## config.mk

```make
export PLATFORM = sky130hd
export DESIGN_NAME = ramped_circle_orbit_generator
export DESIGN_NICKNAME = d
export VERILOG_FILES = /design/src/hdl/rcog_pkg.sv /design/src/hdl/ramped_circle_orbit_generator.sv
export VERILOG_INCLUDE_DIRS = /design/src /design/src/hdl
export SDC_FILE = /design/constraint.sdc
export NUM_CORES = 2
export LEC_CHECK = 0
export BUFFER_PORTS_ARGS = -buffer_cell sky130_fd_sc_hd__buf_2
export CAP_MARGIN = 20
export CORE_MARGIN = 4
export CORE_UTILIZATION = 40
export DETAILED_ROUTE_END_ITERATION = 7
export GPL_TIMING_DRIVEN = 1
export PLACE_DENSITY = 0.53
export SLEW_MARGIN = 5
export SYNTH_ARGS = -nofsm -noshare
export SYNTH_HDL_FRONTEND = slang
export SYNTH_SLANG_ARGS = --single-unit
export TNS_END_PERCENT = 1
```

## constraint.sdc

```tcl
create_clock -name clk -period 14.2 [get_ports clk]
set_input_delay 1.42 -clock clk [delete_from_list [all_inputs] [get_ports clk]]
set_output_delay 1.42 -clock clk [all_outputs]
set_load 0.005 [all_outputs]
```

## src/hdl/assert_macros.svh

```systemverilog
// Assertion helpers shared by the RTL
`ifndef ASSERT_MACROS_SVH
`define ASSERT_MACROS_SVH

// Check an implication on every clock edge outside reset
`define CHK_IMPL(label, clk, rst_n, ante, cons, msg) \
    label: assert property (@(posedge clk) disable iff (!rst_n) (ante) |-> (cons)) \
        else $error(msg);

// Check that the consequent holds in the cycle after the antecedent
`define CHK_NEXT(label, clk, rst_n, ante, cons, msg) \
    label: assert property (@(posedge clk) disable iff (!rst_n) (ante) |=> (cons)) \
        else $error(msg);

`endif

```

## src/hdl/rcog_pkg.sv

```systemverilog
package rcog_pkg;

    localparam int ANGLE_FRAC_BITS = 22;
    localparam int CORDIC_STEPS    = 24;
    localparam int AW              = 36;
    localparam int CW              = 64;

    localparam logic signed [AW-1:0] FULL_TURN = AW'(360) <<< ANGLE_FRAC_BITS;
    localparam logic signed [AW-1:0] HALF_TURN = AW'(180) <<< ANGLE_FRAC_BITS;
    localparam logic signed [AW-1:0] QTR_TURN  = AW'(90) <<< ANGLE_FRAC_BITS;
    localparam logic [29:0] KGAIN_Q30 = 30'd652032874;

    typedef enum logic [1:0] {
        REQ_TICK    = 2'd0,
        REQ_RESTART = 2'd1,
        REQ_PAUSE   = 2'd2,
        REQ_RESUME  = 2'd3
    } req_t;

    typedef enum logic [2:0] {
        REG_CENTER_X  = 3'd0,
        REG_CENTER_Y  = 3'd1,
        REG_RADIUS    = 3'd2,
        REG_MIN_RATE  = 3'd3,
        REG_MAX_RATE  = 3'd4,
        REG_ACCEL     = 3'd5,
        REG_START     = 3'd6,
        REG_CLOCKWISE = 3'd7
    } reg_idx_t;

    typedef enum logic [3:0] {
        ST_IDLE,
        ST_MUL_RATE,
        ST_CLAMP,
        ST_MUL_ANG,
        ST_WRAP,
        ST_FOLD,
        ST_GAIN,
        ST_CORDIC,
        ST_OUT_X,
        ST_OUT_Y,
        ST_DONE
    } state_t;

    function automatic logic [34:0] atan_lut(input logic [4:0] i);
        logic [34:0] r;
        begin
            case (i)
                5'd0:  r = 35'd754974720;
                5'd1:  r = 35'd445687602;
                5'd2:  r = 35'd235489088;
                5'd3:  r = 35'd119537938;
                5'd4:  r = 35'd60000934;
                5'd5:  r = 35'd30029717;
                5'd6:  r = 35'd15018523;
                5'd7:  r = 35'd7509720;
                5'd8:  r = 35'd3754917;
                5'd9:  r = 35'd1877466;
                5'd10: r = 35'd938734;
                5'd11: r = 35'd469367;
                5'd12: r = 35'd234684;
                5'd13: r = 35'd117342;
                5'd14: r = 35'd58671;
                5'd15: r = 35'd29335;
                5'd16: r = 35'd14668;
                5'd17: r = 35'd7334;
                5'd18: r = 35'd3667;
                5'd19: r = 35'd1833;
                5'd20: r = 35'd917;
                5'd21: r = 35'd458;
                5'd22: r = 35'd229;
                5'd23: r = 35'd115;
                5'd24: r = 35'd57;
                5'd25: r = 35'd29;
                5'd26: r = 35'd14;
                5'd27: r = 35'd7;
                5'd28: r = 35'd4;
                5'd29: r = 35'd2;
                5'd30: r = 35'd1;
                default: r = 35'd0;
            endcase
            return r;
        end
    endfunction

endpackage

```

## src/hdl/ramped_circle_orbit_generator.sv

```systemverilog
// Channel   Dir  Payload (low bit first)                          Handshake
// s_axis    in   tuser: req_type[1:0]; tdata: time_stamp[31:0]    tvalid/tready
// m_axis    out  tdata: pos_x, pos_y, angle_now, is_running       tvalid/tready
// cfg       in   cfg_wr, cfg_addr[2:0], cfg_wdata[31:0]           write enable
// Tick that moves: serial rate multiply and clamp (skipped without acceleration), serial
// angle multiply, mod reduction, fold, serial gain multiply, CORDIC, X and Y output states.
// Restart: fold, gain multiply, CORDIC and output states; other requests go straight to done.
// s_axis_tready is high only in idle; a result waits in the output register while the
// next request runs, and that request's result waits in the done state.
// Reset (rst_n low, asynchronous) clears all motion state.
module ramped_circle_orbit_generator
    import rcog_pkg::*;
(
    input  logic         clk,
    input  logic         rst_n,
    input  logic         s_axis_tvalid,
    output logic         s_axis_tready,
    input  logic [1:0]   s_axis_tuser,   // req_type[1:0]
    input  logic [31:0]  s_axis_tdata,   // time_stamp[31:0]
    output logic         m_axis_tvalid,
    input  logic         m_axis_tready,
    output logic [103:0] m_axis_tdata,   // pos_x, pos_y, angle_now, is_running
    input  logic         cfg_wr,
    input  logic [2:0]   cfg_addr,
    input  logic [31:0]  cfg_wdata
);

`include "assert_macros.svh"

    logic signed [31:0] center_x_reg, center_y_reg, accel_reg, start_reg;
    logic [23:0]        radius_reg;
    logic [31:0]        min_reg, max_reg;
    logic               cw_reg;

    logic [31:0]        prev_time_reg;
    logic               first_reg, running_reg;
    logic signed [CW-1:0] rate_reg;
    logic signed [AW-1:0] angle_reg;
    logic signed [31:0] cur_x_reg, cur_y_reg;

    state_t             state_reg, state_next;
    logic [31:0]        dt_reg;
    logic [5:0]         cnt_reg;
    logic [CW-1:0]      acc_reg;
    logic [CW-1:0]      mcand_reg;
    logic [31:0]        mplier_reg;
    logic               neg_reg;
    logic signed [47:0] cx_reg, cy_reg;
    logic signed [AW:0] cz_reg;
    logic [103:0]       out_reg;

    logic               s_fire;
    logic [1:0]         req;
    logic [31:0]        now;

    assign s_fire = s_axis_tvalid && s_axis_tready;
    assign req    = s_axis_tuser;
    assign now    = s_axis_tdata;

    always_ff @(posedge clk or negedge rst_n)
    begin
        if (!rst_n)
        begin
            center_x_reg <= '0;
            center_y_reg <= '0;
            radius_reg   <= '0;
            min_reg      <= '0;
            max_reg      <= '0;
            accel_reg    <= '0;
            start_reg    <= '0;
            cw_reg       <= 1'b0;
        end
        else if (cfg_wr)
        begin
            case (reg_idx_t'(cfg_addr))
                REG_CENTER_X:  center_x_reg <= cfg_wdata;
                REG_CENTER_Y:  center_y_reg <= cfg_wdata;
                REG_RADIUS:    radius_reg   <= cfg_wdata[23:0];
                REG_MIN_RATE:  min_reg      <= cfg_wdata;
                REG_MAX_RATE:  max_reg      <= cfg_wdata;
                REG_ACCEL:     accel_reg    <= cfg_wdata;
                REG_START:     start_reg    <= cfg_wdata;
                REG_CLOCKWISE: cw_reg       <= cfg_wdata[0];
                default:       ;
            endcase
        end
    end

    // wrap helpers: value in (-2F, 2F] range after one subtract suffices
    logic signed [AW-1:0] start_ext, start_wrapped;
    assign start_ext = AW'(start_reg);
    always_comb
    begin
        start_wrapped = start_ext;
        if (start_ext > FULL_TURN)
        begin
            start_wrapped = start_ext - FULL_TURN;
            if (start_wrapped > FULL_TURN)
                start_wrapped = start_wrapped - FULL_TURN;
        end
        else if (start_ext < -FULL_TURN)
        begin
            start_wrapped = start_ext + FULL_TURN;
            if (start_wrapped < -FULL_TURN)
                start_wrapped = start_wrapped + FULL_TURN;
        end
    end

    // serial multiply step: one multiplier bit per cycle
    logic [CW-1:0] acc_step;
    assign acc_step = mplier_reg[0] ? acc_reg + mcand_reg : acc_reg;

    // rate clamp
    logic signed [CW-1:0] rate_sum, rate_clamped;
    assign rate_sum = rate_reg + $signed(acc_reg);
    always_comb
    begin
        rate_clamped = rate_sum;
        if (accel_reg > 0 && rate_sum > $signed(CW'(max_reg)))
            rate_clamped = CW'(max_reg);
        else if (accel_reg < 0 && rate_sum < $signed(CW'(min_reg)))
            rate_clamped = CW'(min_reg);
    end

    // angle wrap by reduction: product reduced mod F one shift of F per cycle
    logic [CW-1:0] red_sub;
    logic [CW-1:0] f_shift;
    assign f_shift = CW'(FULL_TURN) << cnt_reg;
    assign red_sub = acc_reg - f_shift;

    logic signed [AW:0] ang_try;
    logic signed [AW:0] dm;
    logic signed [AW:0] ang_base, ang_u;
    always_comb
    begin
        if (acc_reg >= CW'(FULL_TURN))
            dm = (AW+1)'(acc_reg - CW'(FULL_TURN));
        else
            dm = (AW+1)'(acc_reg);
        if (cw_reg)
            ang_base = (AW+1)'(FULL_TURN) + (AW+1)'(angle_reg);
        else
            ang_base = (AW+1)'(FULL_TURN) - (AW+1)'(angle_reg);
        if (ang_base >= (AW+1)'(FULL_TURN)) ang_base = ang_base - (AW+1)'(FULL_TURN);
        if (ang_base >= (AW+1)'(FULL_TURN)) ang_base = ang_base - (AW+1)'(FULL_TURN);
        ang_u = ang_base + dm;
        if (ang_u == 0)
            ang_u = (AW+1)'(FULL_TURN);
        else if (ang_u > (AW+1)'(FULL_TURN))
            ang_u = ang_u - (AW+1)'(FULL_TURN);
        ang_try = cw_reg ? ang_u : -ang_u;
    end
    logic small_move;
    always_comb
    begin
        if (cw_reg)
            small_move = mcand_reg <= CW'(FULL_TURN - angle_reg);
        else
            small_move = mcand_reg <= CW'(angle_reg + FULL_TURN);
    end

    // CORDIC step
    logic signed [47:0] dx, dy;
    logic [34:0]        at;
    assign dx = cy_reg >>> cnt_reg[4:0];
    assign dy = cx_reg >>> cnt_reg[4:0];
    assign at = atan_lut(cnt_reg[4:0]);

    logic signed [AW-1:0] th_fold;
    logic                 neg_fold;
    always_comb
    begin
        th_fold = angle_reg;
        neg_fold = 1'b0;
        if (th_fold > HALF_TURN)   th_fold = th_fold - FULL_TURN;
        if (th_fold <= -HALF_TURN) th_fold = th_fold + FULL_TURN;
        if (th_fold > QTR_TURN)
        begin
            th_fold = th_fold - HALF_TURN;
            neg_fold = 1'b1;
        end
        else if (th_fold < -QTR_TURN)
        begin
            th_fold = th_fold + HALF_TURN;
            neg_fold = 1'b1;
        end
    end

    logic signed [48:0] pos_sum;
    logic signed [31:0] pos_sat;
    logic signed [47:0] rot_v;
    always_comb
    begin
        rot_v = (state_reg == ST_OUT_X) ? cy_reg : cx_reg;
        if (neg_reg) rot_v = -rot_v;
        pos_sum = 49'((rot_v + 48'sd32768) >>> 16)
                + 49'((state_reg == ST_OUT_X) ? center_x_reg : center_y_reg);
        if (pos_sum > 49'sd2147483647)       pos_sat = 32'sh7fffffff;
        else if (pos_sum < -49'sd2147483648) pos_sat = 32'sh80000000;
        else                                 pos_sat = pos_sum[31:0];
    end

    always_comb
    begin
        state_next = state_reg;
        case (state_reg)
            ST_IDLE:
                if (s_fire)
                begin
                    if (req == REQ_RESTART) state_next = ST_FOLD;
                    else if (req == REQ_TICK && !first_reg && running_reg)
                        state_next = (accel_reg == 0) ? ST_MUL_ANG : ST_MUL_RATE;
                    else state_next = ST_DONE;
                end
            ST_MUL_RATE: if (cnt_reg == 6'd31) state_next = ST_CLAMP;
            ST_CLAMP:    state_next = ST_MUL_ANG;
            ST_MUL_ANG:  if (cnt_reg == 6'd31) state_next = ST_WRAP;
            ST_WRAP:     if (cnt_reg == 6'd0) state_next = ST_FOLD;
            ST_FOLD:     state_next = ST_GAIN;
            ST_GAIN:     if (cnt_reg == 6'd29) state_next = ST_CORDIC;
            ST_CORDIC:   if (cnt_reg == 6'(CORDIC_STEPS - 1)) state_next = ST_OUT_X;
            ST_OUT_X:    state_next = ST_OUT_Y;
            ST_OUT_Y:    state_next = ST_DONE;
            ST_DONE:     if (!m_axis_tvalid || m_axis_tready) state_next = ST_IDLE;
            default:     state_next = ST_IDLE;
        endcase
    end

    always_comb
    begin
        s_axis_tready = (state_reg == ST_IDLE);
    end

    logic m_valid_reg;
    assign m_axis_tvalid = m_valid_reg;
    assign m_axis_tdata  = out_reg;

    always_ff @(posedge clk or negedge rst_n)
    begin
        if (!rst_n)
        begin
            state_reg     <= ST_IDLE;
            prev_time_reg <= '0;
            first_reg     <= 1'b1;
            running_reg   <= 1'b0;
            rate_reg      <= '0;
            angle_reg     <= '0;
            cur_x_reg     <= '0;
            cur_y_reg     <= '0;
            m_valid_reg   <= 1'b0;
            cnt_reg       <= '0;
            dt_reg        <= '0;
            acc_reg       <= '0;
            mcand_reg     <= '0;
            mplier_reg    <= '0;
            neg_reg       <= 1'b0;
            cx_reg        <= '0;
            cy_reg        <= '0;
            cz_reg        <= '0;
            out_reg       <= '0;
        end
        else
        begin
            state_reg <= state_next;
            if (state_reg == ST_DONE && (!m_valid_reg || m_axis_tready))
            begin
                m_valid_reg <= 1'b1;
                out_reg <= {7'd0, running_reg, angle_reg[31:0], cur_y_reg, cur_x_reg};
            end
            else if (m_valid_reg && m_axis_tready)
                m_valid_reg <= 1'b0;
            case (state_reg)
                ST_IDLE:
                    if (s_fire)
                    begin
                        cnt_reg <= '0;
                        acc_reg <= '0;
                        case (req_t'(req))
                            REQ_TICK:
                            begin
                                dt_reg        <= now - prev_time_reg;
                                prev_time_reg <= now;
                                if (first_reg) first_reg <= 1'b0;
                                mplier_reg <= now - prev_time_reg;
                                if (accel_reg == 0)
                                    mcand_reg <= rate_reg;
                                else
                                    mcand_reg <= CW'(accel_reg);
                            end
                            REQ_RESTART:
                            begin
                                running_reg <= 1'b0;
                                rate_reg <= (accel_reg > 0) ? CW'(min_reg) : CW'(max_reg);
                                angle_reg <= start_wrapped;
                            end
                            REQ_PAUSE:  running_reg <= 1'b0;
                            REQ_RESUME: running_reg <= 1'b1;
                            default: ;
                        endcase
                    end
                ST_MUL_RATE:
                begin
                    acc_reg    <= acc_step;
                    mcand_reg  <= mcand_reg << 1;
                    mplier_reg <= mplier_reg >> 1;
                    if (cnt_reg == 6'd31) cnt_reg <= '0;
                    else                  cnt_reg <= cnt_reg + 6'd1;
                end
                ST_CLAMP:
                begin
                    rate_reg   <= rate_clamped;
                    mcand_reg  <= rate_clamped;
                    mplier_reg <= dt_reg;
                    acc_reg    <= '0;
                end
                ST_MUL_ANG:
                begin
                    acc_reg    <= acc_step;
                    mplier_reg <= mplier_reg >> 1;
                    if (cnt_reg == 6'd31)
                    begin
                        // hold the product for the in-range test
                        mcand_reg <= acc_step;
                        cnt_reg   <= 6'd33;
                    end
                    else
                    begin
                        mcand_reg <= mcand_reg << 1;
                        cnt_reg   <= cnt_reg + 6'd1;
                    end
                end
                ST_WRAP:
                begin
                    if (cnt_reg != 6'd0)
                    begin
                        if (acc_reg >= f_shift) acc_reg <= red_sub;
                        cnt_reg <= cnt_reg - 6'd1;
                    end
                    else
                        angle_reg <= small_move
                            ? (cw_reg ? angle_reg + AW'(mcand_reg) : angle_reg - AW'(mcand_reg))
                            : ang_try[AW-1:0];
                end
                ST_FOLD:
                begin
                    acc_reg    <= '0;
                    mcand_reg  <= CW'(radius_reg);
                    mplier_reg <= 32'(KGAIN_Q30);
                    cnt_reg    <= '0;
                end
                ST_GAIN:
                begin
                    acc_reg    <= acc_step;
                    mcand_reg  <= mcand_reg << 1;
                    mplier_reg <= mplier_reg >> 1;
                    if (cnt_reg == 6'd29)
                    begin
                        cnt_reg <= '0;
                        cx_reg  <= 48'((acc_step + 64'd8192) >> 14);
                        cy_reg  <= '0;
                        cz_reg  <= (AW+1)'(th_fold) <<< (24 - ANGLE_FRAC_BITS);
                        neg_reg <= neg_fold;
                    end
                    else
                        cnt_reg <= cnt_reg + 6'd1;
                end
                ST_CORDIC:
                begin
                    if (cz_reg >= 0)
                    begin
                        cx_reg <= cx_reg - dx;
                        cy_reg <= cy_reg + dy;
                        cz_reg <= cz_reg - $signed((AW+1)'(at));
                    end
                    else
                    begin
                        cx_reg <= cx_reg + dx;
                        cy_reg <= cy_reg - dy;
                        cz_reg <= cz_reg + $signed((AW+1)'(at));
                    end
                    cnt_reg <= cnt_reg + 6'd1;
                end
                ST_OUT_X: cur_x_reg <= pos_sat;
                ST_OUT_Y: cur_y_reg <= pos_sat;
                default: ;
            endcase
        end
    end

    `CHK_IMPL(a_ready_idle, clk, rst_n, s_axis_tready, state_reg == ST_IDLE,
        "ready outside idle")
    `CHK_NEXT(a_fire_busy, clk, rst_n, s_fire, !s_axis_tready,
        "second transfer accepted while busy")
    `CHK_IMPL(a_angle_range, clk, rst_n, state_reg == ST_DONE,
        angle_reg <= FULL_TURN && angle_reg >= -FULL_TURN, "angle out of range")

endmodule
```

==> flow_summary.json <==
{
  "worstHoldPathType": "reg2reg",
  "chipWidth_um": 459,
  "clock_latency_ns": 0.82,
  "drc": 0,
  "syn_avg_cell_area_sq_um": 8.13,
  "dr_total_vias": 78900,
  "ys_seq_elements": 849,
  "worst-path-buf-inv": 2,
  "grt_overflow": 0,
  "clockRootBuffer": "clkbuf_16",
  "ys_types": 113,
  "ys.flop_type": "dfrtp_1",
  "cp_top_family": "compound AO/OA/AOI/OAI gates",
  "rr_worst_depth": 34,
  "gr-usage-met2_pct": 47.8,
  "wl_per_cell_um": 26.4,
  "drt_iter0_markers": 8585,
  "timing.fmax_mhz": 86.2,
  "start_util_pct": 40.3,
  "syn-cell-area_sq_um": 81400,
  "die_area_sq_um": 211000,
  "layout-drive-gt1-share_pct": 10.8,
  "areaGrowthSynthToFinish_pct": 9.34,
  "post_cts_resized": 0,
  "gp_congestion": 0.962,
  "crit_fanout": 11,
  "fin_ws_ns": 2.60,
  "ys_warn_count": 0,
  "min_period_ns": 11.60,
  "clock_skew_ns": 0.0870,
  "core_area_sq_um": 202000,
  "routed_wl_um": 335000,
  "worst_slew_pin_slew_ns": 1.27,
  "antenna_found_initial": 37,
  "grt_use_total_pct": 30.7,
  "final_common_cell": "nand2_1",
  "port_buffers": 172,
  "place_area_sq_um": 85100,
  "largest_register_ffs": 97,
  "holdCritStartpoint": "first_reg",
  "period_share_pct": 81.7,
  "hold_depth": 2,
  "clock_sinks": 849,
  "grt_pass1_wl_um": 495000,
  "drtAntennaViolNets": 0,
  "use_met1_pct": 42.6,
  "slew_viol_final": 0,
  "use_met3_pct": 5.16,
  "p_leak_nw": 40.0,
  "hold-worst-slack_ns": 0.468,
  "async_flop_share_pct": 100,
  "clkSlewWorstSetupHoldPaths_ns": 0.06,
  "cp.required_ns": 14.89,
  "status": "completed",
  "first_pass_iters": 6,
  "cts_hold_buffers": 0,
  "fin_tns_setup_ns": 0,
  "num-nets-final": 10700,
  "cp.arrival_ns": 12.29,
  "critPathKind": "reg2reg",
  "timing.rr.end": "angle_reg[25]",
  "synth.top_cell.area_share_pct": 26.1,
  "maxCapViolCount": 0,
  "synthCells": 10000,
  "numCtsBuffers": 108,
  "slew_headroom_pct": 14.4,
  "dp_hpwl_um": 257000,
  "cts_tree": "built",
  "h-tree-depth": 3,
  "place_ws_ns": 2.67,
  "cts_max_path_buffers": 3,
  "via_per_inst": 6.21,
  "ff2ff_setup_slack_ns": 2.60,
  "crit_slowest_cell": "o311ai_0",
  "grt_pass1_vias": 74300,
  "num_io_pins": 180,
  "fp.dieH_um": 459,
  "reg2reg_from": "angle_reg[1]",
  "power_density_nw_per_um2": 87.8,
  "synth_edf_count": 0,
  "post_cts_buffers": 0,
  "max_stage_delay_ns": 0.91,
  "top_usage_layer": "met2",
  "rows": 165,
  "critPathLaunchType": "flop",
  "mostFrequentLayoutCells": "nand2_1 (1,217), o21ai_0 (860), dfrtp_1 (840)",
  "ys_seq_area_share_pct": 26.1,
  "end_kind": "flop",
  "ir_worst_vdd_mv": 0.109,
  "synth.area.top_cells": "dfrtp_1 (26%), ha_1 (10%), nand2_1 (5.6%), o21ai_0 (5.3%), xnor2_1 (5.1%)",
  "hold_violations": 0,
  "rsz0062_at_grt": "false",
  "setup_viol": 0,
  "grt_max_degree": 167,
  "final_cell_area_sq_um": 89000,
  "synth_top_cell_by_area": "dfrtp_1",
  "whs_endpoint": "first_reg"
}
[report_power, final]
| part | internal (mW) | switching (mW) | leakage, nW |
|---|---|---|---|
| Clock | 1.80 | 1.26 | 1.92 |
| Sequential | 2.56 | 0.127 | 10.5 |
| Combinational | 0.780 | 1.29 | 27.5 |
[worst max-delay path by stage]
stage / from / to / depth (start not counted) / slack [ns]
floorplan: angle_reg[30] / angle_reg[34] / 34 / 5.08
global placement: angle_reg[1] / angle_reg[30] / 36 / 2.81
detailed placement: angle_reg[1] / angle_reg[30] / 35 / 2.67
CTS: angle_reg[1] / angle_reg[30] / 35 / 2.63
global route: angle_reg[1] / angle_reg[30] / 35 / 1.77
finish: angle_reg[1] / angle_reg[25] / 34 / 2.60
[stage by stage]
stage	utilization [%]	total power, mW	cells
3_3_place_gp	42.0	4.76	12500
5_1_grt	44.0	8.19	12700
6_report	44.0	7.82	12700
2_1_floorplan	-	4.15	10000
3_5_place_dp	42.0	4.78	12500
4_1_cts	44.0	7.87	12700
[worst reg2reg max path, delay by kind of cell, from the launching register on]
kind / cells / cell delay (ns)
buffers and inverters: 2 / 0.43
AND/OR/NAND/NOR: 11 / 3.68
XOR/XNOR: 3 / 0.82
flip-flops: 1 / 0.52
AO/OA/AOI/OAI: 15 / 5.03
adder cells (fa/ha/maj): 3 / 1.03
[synthesized netlist by cell type, types with 106 or more instances]
master    count
nor2_1      757
nand2b_1    138
a21o_1      212
dfrtp_1     848
mux2i_1     195
xnor2_1     474
a31oi_1     125
xor2_1      278
ha_1        658
a21oi_1     810
nor2b_1     106
inv_1       320
nand3_1     184
nor3_1      218
o21ai_0     863
clkbuf_1    420
mux2_2      284
nand2_1    1221
[per-layer routing]
layer | part of all wire [%] | up-vias
met5 | 0.054 | -
met4 | 4.4 | 26
met3 | 7.2 | 625
met2 | 44 | 3003
met1 | 44 | 38700
li1 | - | 36500
[area by class of cell]
cell class / count / area (sq um)
tap: 2672 / 3340
multi-input combinational: 8311 / 57100
antenna: 12 / 30.0
timing repair buffer: 332 / 2090
sequential: 849 / 21300
clock inverter: 50 / 793
inverter: 334 / 1250
clock buffer: 152 / 3130
fill: 20200 / 113000
[logic make-up (layout without fill, tap and decap cells)]
logic type / count (synthesis) / after routing / synth area share, %
xor+xnor: 753 / 753 / 8.11
simple gates: 3264 / 3264 / 18.8
compound gates: 3047 / 3047 / 23.6
other cells: 1 / 19 / 0.00460
buf+inv: 865 / 868 / 4.08
fa+ha+maj: 667 / 667 / 10.3
flops: 849 / 849 / 26.1
mux: 573 / 573 / 8.92
Note: power is estimated with default switching activity, not from simulation.
